File: config.mk
export PLATFORM = sky130hd
export DESIGN_NAME = luenberger_state_observer
export DESIGN_NICKNAME = d
export VERILOG_FILES = /design/src/rtl/lso_pkg.sv /design/src/rtl/lso_regs.sv /design/src/rtl/lso_ctrl.sv /design/src/rtl/lso_datapath.sv /design/src/rtl/luenberger_state_observer.sv
export SDC_FILE = /design/constraint.sdc
export NUM_CORES = 2
export LEC_CHECK = 0
export BUFFER_PORTS_ARGS = -buffer_cell sky130_fd_sc_hd__buf_2
export CAP_MARGIN = 20
export CORE_MARGIN = 4
export CORE_UTILIZATION = 40
export CTS_BUF_LIST = sky130_fd_sc_hd__clkbuf_8 sky130_fd_sc_hd__clkbuf_16
export CTS_CLUSTER_SIZE = 16
export DETAILED_ROUTE_END_ITERATION = 16
export PLACE_DENSITY_LB_ADDON = 0.1
export SKIP_LAST_GASP = 1
export SLEW_MARGIN = 20
export SYNTH_ARGS = -nofsm -noshare
export SYNTH_HDL_FRONTEND = slang
export SYNTH_HIERARCHICAL = 1
export SYNTH_SLANG_ARGS = --single-unit
File: constraint.sdc
create_clock -name clk -period 10.5 [get_ports clk]
set_clock_uncertainty 0.15 [all_clocks]
set_input_delay 2.1 -clock clk [delete_from_list [all_inputs] [get_ports clk]]
set_output_delay 2.1 -clock clk [all_outputs]
set_load 0.005 [all_outputs]
File: src/rtl/lso_pkg.sv
// Shared types and constants of the state observer
`default_nettype none
package lso_pkg;

	localparam int COEF_W     = 16;
	localparam int REG_W      = 48;
	localparam int REG_COUNT  = 6;
	localparam int ADDR_W     = 6;
	localparam int DATA_W     = 64;
	localparam int GUARD_BITS = 3;

	localparam logic [2:0] REG_A_ROW0 = 3'd0;
	localparam logic [2:0] REG_A_ROW1 = 3'd1;
	localparam logic [2:0] REG_A_ROW2 = 3'd2;
	localparam logic [2:0] REG_B_COL  = 3'd3;
	localparam logic [2:0] REG_C_ROW  = 3'd4;
	localparam logic [2:0] REG_L_COL  = 3'd5;

	localparam logic [REG_W-1:0] RST_A_ROW0 = 48'd278528657721590;
	localparam logic [REG_W-1:0] RST_A_ROW1 = 48'd2048;
	localparam logic [REG_W-1:0] RST_A_ROW2 = 48'd134217728;
	localparam logic [REG_W-1:0] RST_B_COL  = 48'd2048;
	localparam logic [REG_W-1:0] RST_C_ROW  = 48'd42965139567;
	localparam logic [REG_W-1:0] RST_L_COL  = 48'd81673043715914;

	typedef logic [REG_COUNT-1:0][REG_W-1:0] regs_t;

	// accumulation target of a term
	typedef enum logic [1:0] {
		DEST_X0 = 2'd0,
		DEST_X1 = 2'd1,
		DEST_X2 = 2'd2,
		DEST_Y  = 2'd3
	} dest_t;

	// operand source of a term
	typedef enum logic [2:0] {
		SRC_X0 = 3'd0,
		SRC_X1 = 3'd1,
		SRC_X2 = 3'd2,
		SRC_U  = 3'd3,
		SRC_E  = 3'd4
	} src_t;

	typedef struct packed {
		logic  load;
		logic  issue;
		dest_t dest;
		src_t  src;
		logic  commit;
	} cmd_t;

endpackage
`default_nettype wire

File: src/rtl/lso_regs.sv
// Configuration register file with APB-style write and read
`default_nettype none
module lso_regs (
	input  wire                         clk,
	input  wire                         arst_n,
	input  wire                         psel,
	input  wire                         penable,
	input  wire                         pwrite,
	input  wire  [lso_pkg::ADDR_W-1:0]  paddr,
	input  wire  [lso_pkg::DATA_W-1:0]  pwdata,
	output logic [lso_pkg::DATA_W-1:0]  prdata,
	output lso_pkg::regs_t              regs
);
	import lso_pkg::*;

	regs_t      regs_q;
	logic       wr_en;
	logic [2:0] idx;

	assign idx   = paddr[5:3];
	assign wr_en = psel && penable && pwrite;
	assign regs  = regs_q;

	always_ff @(posedge clk or negedge arst_n) begin
		if (!arst_n) begin
			regs_q[REG_A_ROW0] <= RST_A_ROW0;
			regs_q[REG_A_ROW1] <= RST_A_ROW1;
			regs_q[REG_A_ROW2] <= RST_A_ROW2;
			regs_q[REG_B_COL]  <= RST_B_COL;
			regs_q[REG_C_ROW]  <= RST_C_ROW;
			regs_q[REG_L_COL]  <= RST_L_COL;
		end else if (wr_en) begin
			unique case (idx)
				REG_A_ROW0: regs_q[REG_A_ROW0] <= pwdata[REG_W-1:0];
				REG_A_ROW1: regs_q[REG_A_ROW1] <= pwdata[REG_W-1:0];
				REG_A_ROW2: regs_q[REG_A_ROW2] <= pwdata[REG_W-1:0];
				REG_B_COL:  regs_q[REG_B_COL]  <= pwdata[REG_W-1:0];
				REG_C_ROW:  regs_q[REG_C_ROW]  <= pwdata[REG_W-1:0];
				REG_L_COL:  regs_q[REG_L_COL]  <= pwdata[REG_W-1:0];
				default: ;
			endcase
		end
	end

	always_comb begin
		unique case (idx)
			REG_A_ROW0: prdata = {{(DATA_W-REG_W){1'b0}}, regs_q[REG_A_ROW0]};
			REG_A_ROW1: prdata = {{(DATA_W-REG_W){1'b0}}, regs_q[REG_A_ROW1]};
			REG_A_ROW2: prdata = {{(DATA_W-REG_W){1'b0}}, regs_q[REG_A_ROW2]};
			REG_B_COL:  prdata = {{(DATA_W-REG_W){1'b0}}, regs_q[REG_B_COL]};
			REG_C_ROW:  prdata = {{(DATA_W-REG_W){1'b0}}, regs_q[REG_C_ROW]};
			REG_L_COL:  prdata = {{(DATA_W-REG_W){1'b0}}, regs_q[REG_L_COL]};
			default:    prdata = '0;
		endcase
	end

endmodule
`default_nettype wire

File: src/rtl/lso_ctrl.sv
// Sequencer that steps the shared multiply-accumulate through all terms
`default_nettype none
module lso_ctrl (
	input  wire            clk,
	input  wire            arst_n,
	input  wire            in_valid,
	output logic           in_stall,
	output logic           out_valid,
	input  wire            out_stall,
	output lso_pkg::cmd_t  cmd
);
	import lso_pkg::*;

	typedef enum logic [3:0] {
		S_IDLE  = 4'b0001,
		S_RUN   = 4'b0010,
		S_DRAIN = 4'b0100,
		S_DONE  = 4'b1000
	} state_t;

	state_t state_q, state_d;
	dest_t  dest_q, dest_d;
	src_t   src_q, src_d;
	logic   out_valid_q;
	logic   accept, last_term, commit;

	assign in_stall  = (state_q != S_IDLE);
	assign out_valid = out_valid_q;
	assign accept    = in_valid && (state_q == S_IDLE);
	assign last_term = (dest_q == DEST_X2) && (src_q == SRC_E);
	assign commit    = (state_q == S_DONE) && (!out_valid_q || !out_stall);

	assign cmd.load   = accept;
	assign cmd.issue  = (state_q == S_RUN);
	assign cmd.dest   = dest_q;
	assign cmd.src    = src_q;
	assign cmd.commit = commit;

	// yhat group has three terms, each state row has five
	always_comb begin
		dest_d = dest_q;
		src_d  = src_q;
		if (accept) begin
			dest_d = DEST_Y;
			src_d  = SRC_X0;
		end else if (state_q == S_RUN) begin
			unique case (src_q)
				SRC_X0: src_d = SRC_X1;
				SRC_X1: src_d = SRC_X2;
				SRC_X2: begin
					if (dest_q == DEST_Y) begin
						src_d  = SRC_X0;
						dest_d = DEST_X0;
					end else begin
						src_d = SRC_U;
					end
				end
				SRC_U:  src_d = SRC_E;
				SRC_E: begin
					src_d = SRC_X0;
					unique case (dest_q)
						DEST_X0: dest_d = DEST_X1;
						DEST_X1: dest_d = DEST_X2;
						DEST_X2: dest_d = DEST_X2;
						DEST_Y:  dest_d = DEST_X0;
					endcase
				end
				default: src_d = SRC_X0;
			endcase
		end
	end

	always_comb begin
		state_d = state_q;
		unique case (state_q)
			S_IDLE:  if (in_valid) state_d = S_RUN;
			S_RUN:   if (last_term) state_d = S_DRAIN;
			S_DRAIN: state_d = S_DONE;
			S_DONE:  if (commit) state_d = S_IDLE;
			default: state_d = S_IDLE;
		endcase
	end

	always_ff @(posedge clk or negedge arst_n) begin
		if (!arst_n) begin
			state_q     <= S_IDLE;
			dest_q      <= DEST_Y;
			src_q       <= SRC_X0;
			out_valid_q <= 1'b0;
		end else begin
			state_q <= state_d;
			dest_q  <= dest_d;
			src_q   <= src_d;
			if (commit) begin
				out_valid_q <= 1'b1;
			end else if (!out_stall) begin
				out_valid_q <= 1'b0;
			end
		end
	end

endmodule
`default_nettype wire

File: src/rtl/lso_datapath.sv
// Shared multiplier, accumulator, saturation and state registers
`default_nettype none
module lso_datapath #(
	parameter int SAMPLE_WIDTH   = 16,
	parameter int STATE_WIDTH    = 24,
	parameter int COEF_FRAC_BITS = 11
) (
	input  wire                             clk,
	input  wire                             arst_n,
	input  lso_pkg::cmd_t                   cmd,
	input  lso_pkg::regs_t                  regs,
	input  wire signed [SAMPLE_WIDTH-1:0]   u_sample,
	input  wire signed [SAMPLE_WIDTH-1:0]   y_sample,
	output logic signed [STATE_WIDTH-1:0]   y_predicted,
	output logic signed [STATE_WIDTH-1:0]   x0_estimate,
	output logic signed [STATE_WIDTH-1:0]   x1_estimate,
	output logic signed [STATE_WIDTH-1:0]   x2_estimate
);
	import lso_pkg::*;

	localparam int EW = ((SAMPLE_WIDTH > STATE_WIDTH) ? SAMPLE_WIDTH : STATE_WIDTH) + 1;
	localparam int PW = COEF_W + EW;
	localparam int AW = PW + GUARD_BITS;
	localparam logic signed [AW-1:0] SAT_MAX =
		{{(AW-STATE_WIDTH+1){1'b0}}, {(STATE_WIDTH-1){1'b1}}};
	localparam logic signed [AW-1:0] SAT_MIN = ~SAT_MAX;

	logic signed [SAMPLE_WIDTH-1:0] u_q, y_q;
	logic signed [STATE_WIDTH-1:0]  x_q [3];
	logic signed [STATE_WIDTH-1:0]  next_q [3];
	logic signed [STATE_WIDTH-1:0]  yhat_q, yout_q;
	logic signed [AW-1:0]           acc_q;
	logic signed [PW-1:0]           prod_s1;
	logic                           issue_s1;
	dest_t                          dest_s1;
	src_t                           src_s1;

	logic [REG_W-1:0]         reg_sel;
	logic [1:0]               lane;
	logic signed [COEF_W-1:0] coef;
	logic signed [EW-1:0]     operand, err;
	logic signed [PW-1:0]     shifted;
	logic signed [AW-1:0]     term, sum, sat;
	logic                     first, last;

	assign err = {{(EW-SAMPLE_WIDTH){y_q[SAMPLE_WIDTH-1]}}, y_q}
		- {{(EW-STATE_WIDTH){yhat_q[STATE_WIDTH-1]}}, yhat_q};

	always_comb begin
		reg_sel = regs[REG_C_ROW];
		lane    = 2'd0;
		unique case (cmd.src)
			SRC_X0: lane = 2'd0;
			SRC_X1: lane = 2'd1;
			SRC_X2: lane = 2'd2;
			default: lane = cmd.dest;
		endcase
		if (cmd.dest == DEST_Y) begin
			reg_sel = regs[REG_C_ROW];
		end else begin
			unique case (cmd.src)
				SRC_U: reg_sel = regs[REG_B_COL];
				SRC_E: reg_sel = regs[REG_L_COL];
				default: begin
					unique case (cmd.dest)
						DEST_X0: reg_sel = regs[REG_A_ROW0];
						DEST_X1: reg_sel = regs[REG_A_ROW1];
						default: reg_sel = regs[REG_A_ROW2];
					endcase
				end
			endcase
		end
	end

	always_comb begin
		unique case (lane)
			2'd0:    coef = reg_sel[COEF_W-1:0];
			2'd1:    coef = reg_sel[2*COEF_W-1:COEF_W];
			default: coef = reg_sel[3*COEF_W-1:2*COEF_W];
		endcase
	end

	always_comb begin
		unique case (cmd.src)
			SRC_X1: operand = {{(EW-STATE_WIDTH){x_q[1][STATE_WIDTH-1]}}, x_q[1]};
			SRC_X2: operand = {{(EW-STATE_WIDTH){x_q[2][STATE_WIDTH-1]}}, x_q[2]};
			SRC_U:  operand = {{(EW-SAMPLE_WIDTH){u_q[SAMPLE_WIDTH-1]}}, u_q};
			SRC_E:  operand = err;
			default: operand = {{(EW-STATE_WIDTH){x_q[0][STATE_WIDTH-1]}}, x_q[0]};
		endcase
	end

	// floor(c*v / 2^F) summed exactly, saturated at the end of each group
	assign shifted = prod_s1 >>> COEF_FRAC_BITS;
	assign term    = {{GUARD_BITS{shifted[PW-1]}}, shifted};
	assign first   = (src_s1 == SRC_X0);
	assign last    = ((dest_s1 == DEST_Y) && (src_s1 == SRC_X2)) || (src_s1 == SRC_E);
	assign sum     = first ? term : acc_q + term;

	always_comb begin
		if (sum > SAT_MAX) begin
			sat = SAT_MAX;
		end else if (sum < SAT_MIN) begin
			sat = SAT_MIN;
		end else begin
			sat = sum;
		end
	end

	always_ff @(posedge clk) begin
		if (cmd.load) begin
			u_q <= u_sample;
			y_q <= y_sample;
		end
		if (cmd.issue) begin
			prod_s1 <= coef * operand;
			dest_s1 <= cmd.dest;
			src_s1  <= cmd.src;
		end
		if (issue_s1) begin
			acc_q <= sum;
			if (last) begin
				unique case (dest_s1)
					DEST_X0: next_q[0] <= sat[STATE_WIDTH-1:0];
					DEST_X1: next_q[1] <= sat[STATE_WIDTH-1:0];
					DEST_X2: next_q[2] <= sat[STATE_WIDTH-1:0];
					DEST_Y:  yhat_q    <= sat[STATE_WIDTH-1:0];
				endcase
			end
		end
		if (cmd.commit) begin
			yout_q <= yhat_q;
		end
	end

	always_ff @(posedge clk or negedge arst_n) begin
		if (!arst_n) begin
			issue_s1 <= 1'b0;
			x_q[0]   <= '0;
			x_q[1]   <= '0;
			x_q[2]   <= '0;
		end else begin
			issue_s1 <= cmd.issue;
			if (cmd.commit) begin
				x_q[0] <= next_q[0];
				x_q[1] <= next_q[1];
				x_q[2] <= next_q[2];
			end
		end
	end

	assign y_predicted = yout_q;
	assign x0_estimate = x_q[0];
	assign x1_estimate = x_q[1];
	assign x2_estimate = x_q[2];

endmodule
`default_nettype wire

File: src/rtl/luenberger_state_observer.sv
// Third-order Luenberger state observer, top level.
// Each input transfer (u_sample, y_sample) yields one result transfer carrying
// yhat = C.x of the old estimate and the new estimate x' = A.x + B.u + L.e,
// saturated to STATE_WIDTH. The 18 multiply-accumulate terms run one per
// cycle through a single shared multiplier, and a new input is taken only
// after the previous result has been committed to the output; a result
// left stalled at the output holds off completion of the next item. The
// six 48-bit coefficient registers sit at byte addresses 8*i of the APB port.
`default_nettype none
module luenberger_state_observer #(
	parameter int SAMPLE_WIDTH   = 16,
	parameter int STATE_WIDTH    = 24,
	parameter int COEF_FRAC_BITS = 11
) (
	input  wire                             clk,
	input  wire                             arst_n,
	input  wire                             in_valid,
	output logic                            in_stall,
	input  wire signed [SAMPLE_WIDTH-1:0]   u_sample,
	input  wire signed [SAMPLE_WIDTH-1:0]   y_sample,
	output logic                            out_valid,
	input  wire                             out_stall,
	output logic signed [STATE_WIDTH-1:0]   y_predicted,
	output logic signed [STATE_WIDTH-1:0]   x0_estimate,
	output logic signed [STATE_WIDTH-1:0]   x1_estimate,
	output logic signed [STATE_WIDTH-1:0]   x2_estimate,
	input  wire                             psel,
	input  wire                             penable,
	input  wire                             pwrite,
	input  wire  [lso_pkg::ADDR_W-1:0]      paddr,
	input  wire  [lso_pkg::DATA_W-1:0]      pwdata,
	output logic [lso_pkg::DATA_W-1:0]      prdata,
	output logic                            pready
);
	import lso_pkg::*;

	regs_t regs;
	cmd_t  cmd;

	assign pready = 1'b1;

	lso_regs u_regs (
		.clk     (clk),
		.arst_n  (arst_n),
		.psel    (psel),
		.penable (penable),
		.pwrite  (pwrite),
		.paddr   (paddr),
		.pwdata  (pwdata),
		.prdata  (prdata),
		.regs    (regs)
	);

	lso_ctrl u_ctrl (
		.clk       (clk),
		.arst_n    (arst_n),
		.in_valid  (in_valid),
		.in_stall  (in_stall),
		.out_valid (out_valid),
		.out_stall (out_stall),
		.cmd       (cmd)
	);

	lso_datapath #(
		.SAMPLE_WIDTH   (SAMPLE_WIDTH),
		.STATE_WIDTH    (STATE_WIDTH),
		.COEF_FRAC_BITS (COEF_FRAC_BITS)
	) u_dp (
		.clk         (clk),
		.arst_n      (arst_n),
		.cmd         (cmd),
		.regs        (regs),
		.u_sample    (u_sample),
		.y_sample    (y_sample),
		.y_predicted (y_predicted),
		.x0_estimate (x0_estimate),
		.x1_estimate (x1_estimate),
		.x2_estimate (x2_estimate)
	);

endmodule
`default_nettype wire

==> flow_summary_export.csv <==
group,metric,value,unit
setup_path,worst_path_largest_cell_delay,700,ps
clock_network,ctsHtreeMaxLevel,3,
yosys,synth_ff_type,"dfrtp_1",
finish,regArea,0.0163,mm2
sta,grt_setup_unrepaired,"no",
pwr,seq_power_share,20.3,%
finish,multiInputGateArea,0.0267,mm2
yosys,yosysWarningCount,6,
clock_network,cts.clk_slew.worst_paths,60,ps
drt,drt_iter0_drc,2038,
sta,max_freq,101,MHz
sta,post-route-min-period,9900,ps
die,placementRows,124,
yosys,synth_top_cell_by_area,"fa_1",
yosys,netlist_instances,4345,
clock_network,numClockSinks,602,
die,initial_utilization,40.2,%
hold_path,min_path_type,"reg -> reg",
yosys,post_synth_main_area_contributors,"fa_1 17%, dfrtp_1 17%, edfxtp_1 15%",
sta,timing.final.hold_violations,0,
finish,layout_commonest_cell,"inv_1",
setup_path,setup.worst_path.end_class,"register",
sta,post-route-period-util,94.3,%
setup_path,timing.critical_path.from_type,"register",
pwr,power.ir.vdd_worst,315,uV
grt,grtUsageMet2,40.5,%
pwr,comb_power_share,65.8,%
sta,slew_headroom,23.7,%
grt,grt_busiest_layer,"met2",
setup_path,timing.setup.critical_path_class,"reg -> reg",
finish,layout.filler_cells,11000,
drt,route.vias.total,33100,
sta,timing.final.setup_violations,0,
yosys,synth.ff_latch_count,602,
clock_network,clock-root-buffer,"clkbuf_16",
placement,place_hpwl,104,mm
grt,grt_first_pass_wirelength,217,mm
pwr,design_power_total,18.2,mW
yosys,synth-edff-count,231,
yosys,synth-seq-area-share,35.4,%
yosys,async_reset_ff_share,61.6,%
clock_network,cts_hold_repair.buffers,0,
setup_path,critical_path_required,10730,ps
outcome,run_status,"finished clean",
yosys,synthDominantCellAreaShare,16.9,%
sta,tightestPinTransition,1140,ps
pwr,power_dens_cells,354,mW/mm2
grt,grt_max_degree,90,
clock_network,cts_tree,"built",
die,design.core.area,0.114,mm2
pwr,power.internal,9.38,mW
finish,area.growth.synth_to_final,11.6,%
grt,number_of_antenna_violations_at_the_first_check_in_global_routing,19,
pwr,net-switching-power,8.82,mW
placement,gp_congestion,0.865,
pwr,fraction_of_power_consumed_by_the_clock_network,13.9,%
clock_network,cts_setup_buffers,0,
pwr,netSwitchingFraction,48.5,%
finish,drive_above_1_share,22.0,%
placement,port_buffers,235,
sta,hold-worst-slack,304,ps
run,max-cap-violations,0,
grt,first_global_vias,34100,
clock_network,worstSkewPairLatency,660,ps
pwr,power_leakage,23.5,nW
die,floorplan.die.width,347,um
grt,groute.layer.met1.usage,30.7,%
clock_network,cts.repair.resized,0,
grt,met3_usage,4.07,%
finish,fin_area,0.0514,mm2
yosys,synth.lib_cells_used.distinct,109,
grt,grt_usage,23.7,%
setup_path,critical_path_arrival,10130,ps
yosys,post_synth_instance_area,0.0460,mm2
drt,viasPerCell,5.43,
drt,drc,0,
drt,drtPass1Iterations,5,
die,die_area,0.121,mm2
placement,dpl-instance-area,0.0490,mm2
setup_path,crit_path_frequent_cell,"fa_1",
sta,tns,0,ps
drt,detail-route-antenna-nets,0,
drt,wl,143,mm
clock_network,clockBufferDepth,3,
sta,report.final.slew_viol_count,0,
clock_network,tritoncts.num_buffers,73,
yosys,mean_post_synth_cell_area,10.6,um2
drt,routed_wire_length_per_instance,23.4,um
setup_path,largest_driver_fanout_on_the_critical_path,11,
grt,grt_overflow,0,
finish,mostFrequentLayoutCells,"559 x inv_1, 400 x mux2_2, 389 x fa_1, 358 x nor2_1, 344 x nand2_1",
die,top_level_ports,272,
setup_path,r2r_slack,600,ps
setup_path,crit_path_top_delay_cell,"fa_1",
die,die_height,347,um
finish,nets,5196,
==> power by group through the flow <==
stage / combinational (mW) / clock (mW) / sequential, mW
4_1_cts: 12.1 / 2.60 / 3.70
3_3_place_gp: 12.0 / 0 / 3.74
6_report: 12.0 / 2.53 / 3.70
2_1_floorplan: 8.36 / 0 / 3.62
3_5_place_dp: 12.0 / 0 / 3.74
5_1_grt: 13.6 / 2.70 / 3.75
==> state kept, by name, summed over array words and instances, names as in the netlist, 2 cells and up <==
| signal | count |
|---|---|
| u_regs/regs | 288 |
| u_dp/next_q | 72 |
| u_dp/acc_q | 44 |
| u_dp/prod_s1 | 30 |
| u_dp/x0_estimate | 24 |
| u_dp/x1_estimate | 24 |
| u_dp/x2_estimate | 24 |
| u_dp/y_predicted | 24 |
| u_dp/yhat_q | 24 |
| u_dp/u_q | 16 |
| u_dp/y_q | 16 |
| u_ctrl/state_q | 4 |
| u_ctrl/src_q | 3 |
| u_dp/src_s1 | 3 |
| u_ctrl/dest_q | 2 |
| u_dp/dest_s1 | 2 |
==> logic make-up (layout without fill, tap and decap cells) <==
family	after synthesis	in the layout	synth area share (%)
adders and majority gates	556	556	21.5
AOI/OAI and AO/OA	732	732	10.5
DFF	602	602	35.4
and+or+nand+nor	1031	1031	10.5
buffers and inverters	788	1015	7.09
muxes	552	552	13.4
xor gates and xnor gates	82	82	1.58
other	2	19	0.0163
==> synthesized netlist by cell type (9+ instances only) <==
cell / number
mux2_1: 20
and2_1: 26
o21ai_1: 11
a31oi_1: 43
nor2b_1: 24
o21ai_0: 109
edfxtp_1: 231
buf_2: 48
o211ai_1: 65
o21bai_1: 9
nand2b_1: 73
o221ai_1: 26
fa_1: 389
a221oi_1: 27
dfstp_2: 64
and3_1: 17
nand4_1: 11
dfrtp_1: 307
a211oi_1: 31
buf_6: 10
a21oi_1: 238
a311oi_1: 13
buf_1: 17
xor2_1: 27
inv_1: 538
xnor2_1: 54
clkbuf_1: 132
mux2i_1: 123
mux2_2: 400
nand3_1: 37
nor2_1: 363
ha_1: 167
nor3_1: 26
or2_2: 12
buf_4: 41
a21o_1: 46
or3_1: 25
nor3b_1: 10
o21a_1: 24
nand2_1: 344
and3b_1: 10
==> cell type report <==
cell class	instances	area share [%]
Clock buffer	87	4.00
Tap cell	1512	3.68
Multi-Input combinational cell	2970	51.9
Clock inverter	44	0.636
Inverter	539	3.94
Sequential cell	602	31.8
Antenna cell	2	0.00974
Timing Repair Buffer	345	4.03
==> through the flow <==
stage                     util [%]  instances  worst slack [ps]
final                         44.9       6101               596
after global routing          44.9       6099              98.6
after CTS                     44.9       6099               680
after detailed placement      42.8       5968               722
after global placement        42.8       5968               730
after floorplan                  -       4360              1720
==> routing by layer <==
layer / share of wire (%) / vias up
met5: 0.086 / -
met4: 3.2 / 18
met3: 5.5 / 221
met2: 49 / 853
met1: 42 / 16900
li1: - / 15200
==> critical path, delay by kind of cell, from the launching register on <==
family	cells	cell delay, ps
buffers and inverters	5	500
AND/OR/NAND/NOR	9	1520
adder cells (fa/ha/maj)	9	3910
XOR/XNOR	1	90
AO/OA/AOI/OAI	12	3150
flip-flops	1	350
==> path summary, 6_finish.rpt <==
kind / end / start / cells past startpoint
max: u_dp/prod_s1[40] / u_dp/y_q[0] / 36
min: u_dp/y_predicted[2] / u_dp/yhat_q[2] / 0
max reg2reg: u_dp/prod_s1[40] / u_dp/y_q[0] / 36
min reg2reg: u_dp/y_predicted[2] / u_dp/yhat_q[2] / 0
max in group asynchronous: u_dp/issue_s1 / arst_n / 3
min in group asynchronous: u_regs/regs[26] / arst_n / 1
Power figures use the tool's default switching activity.
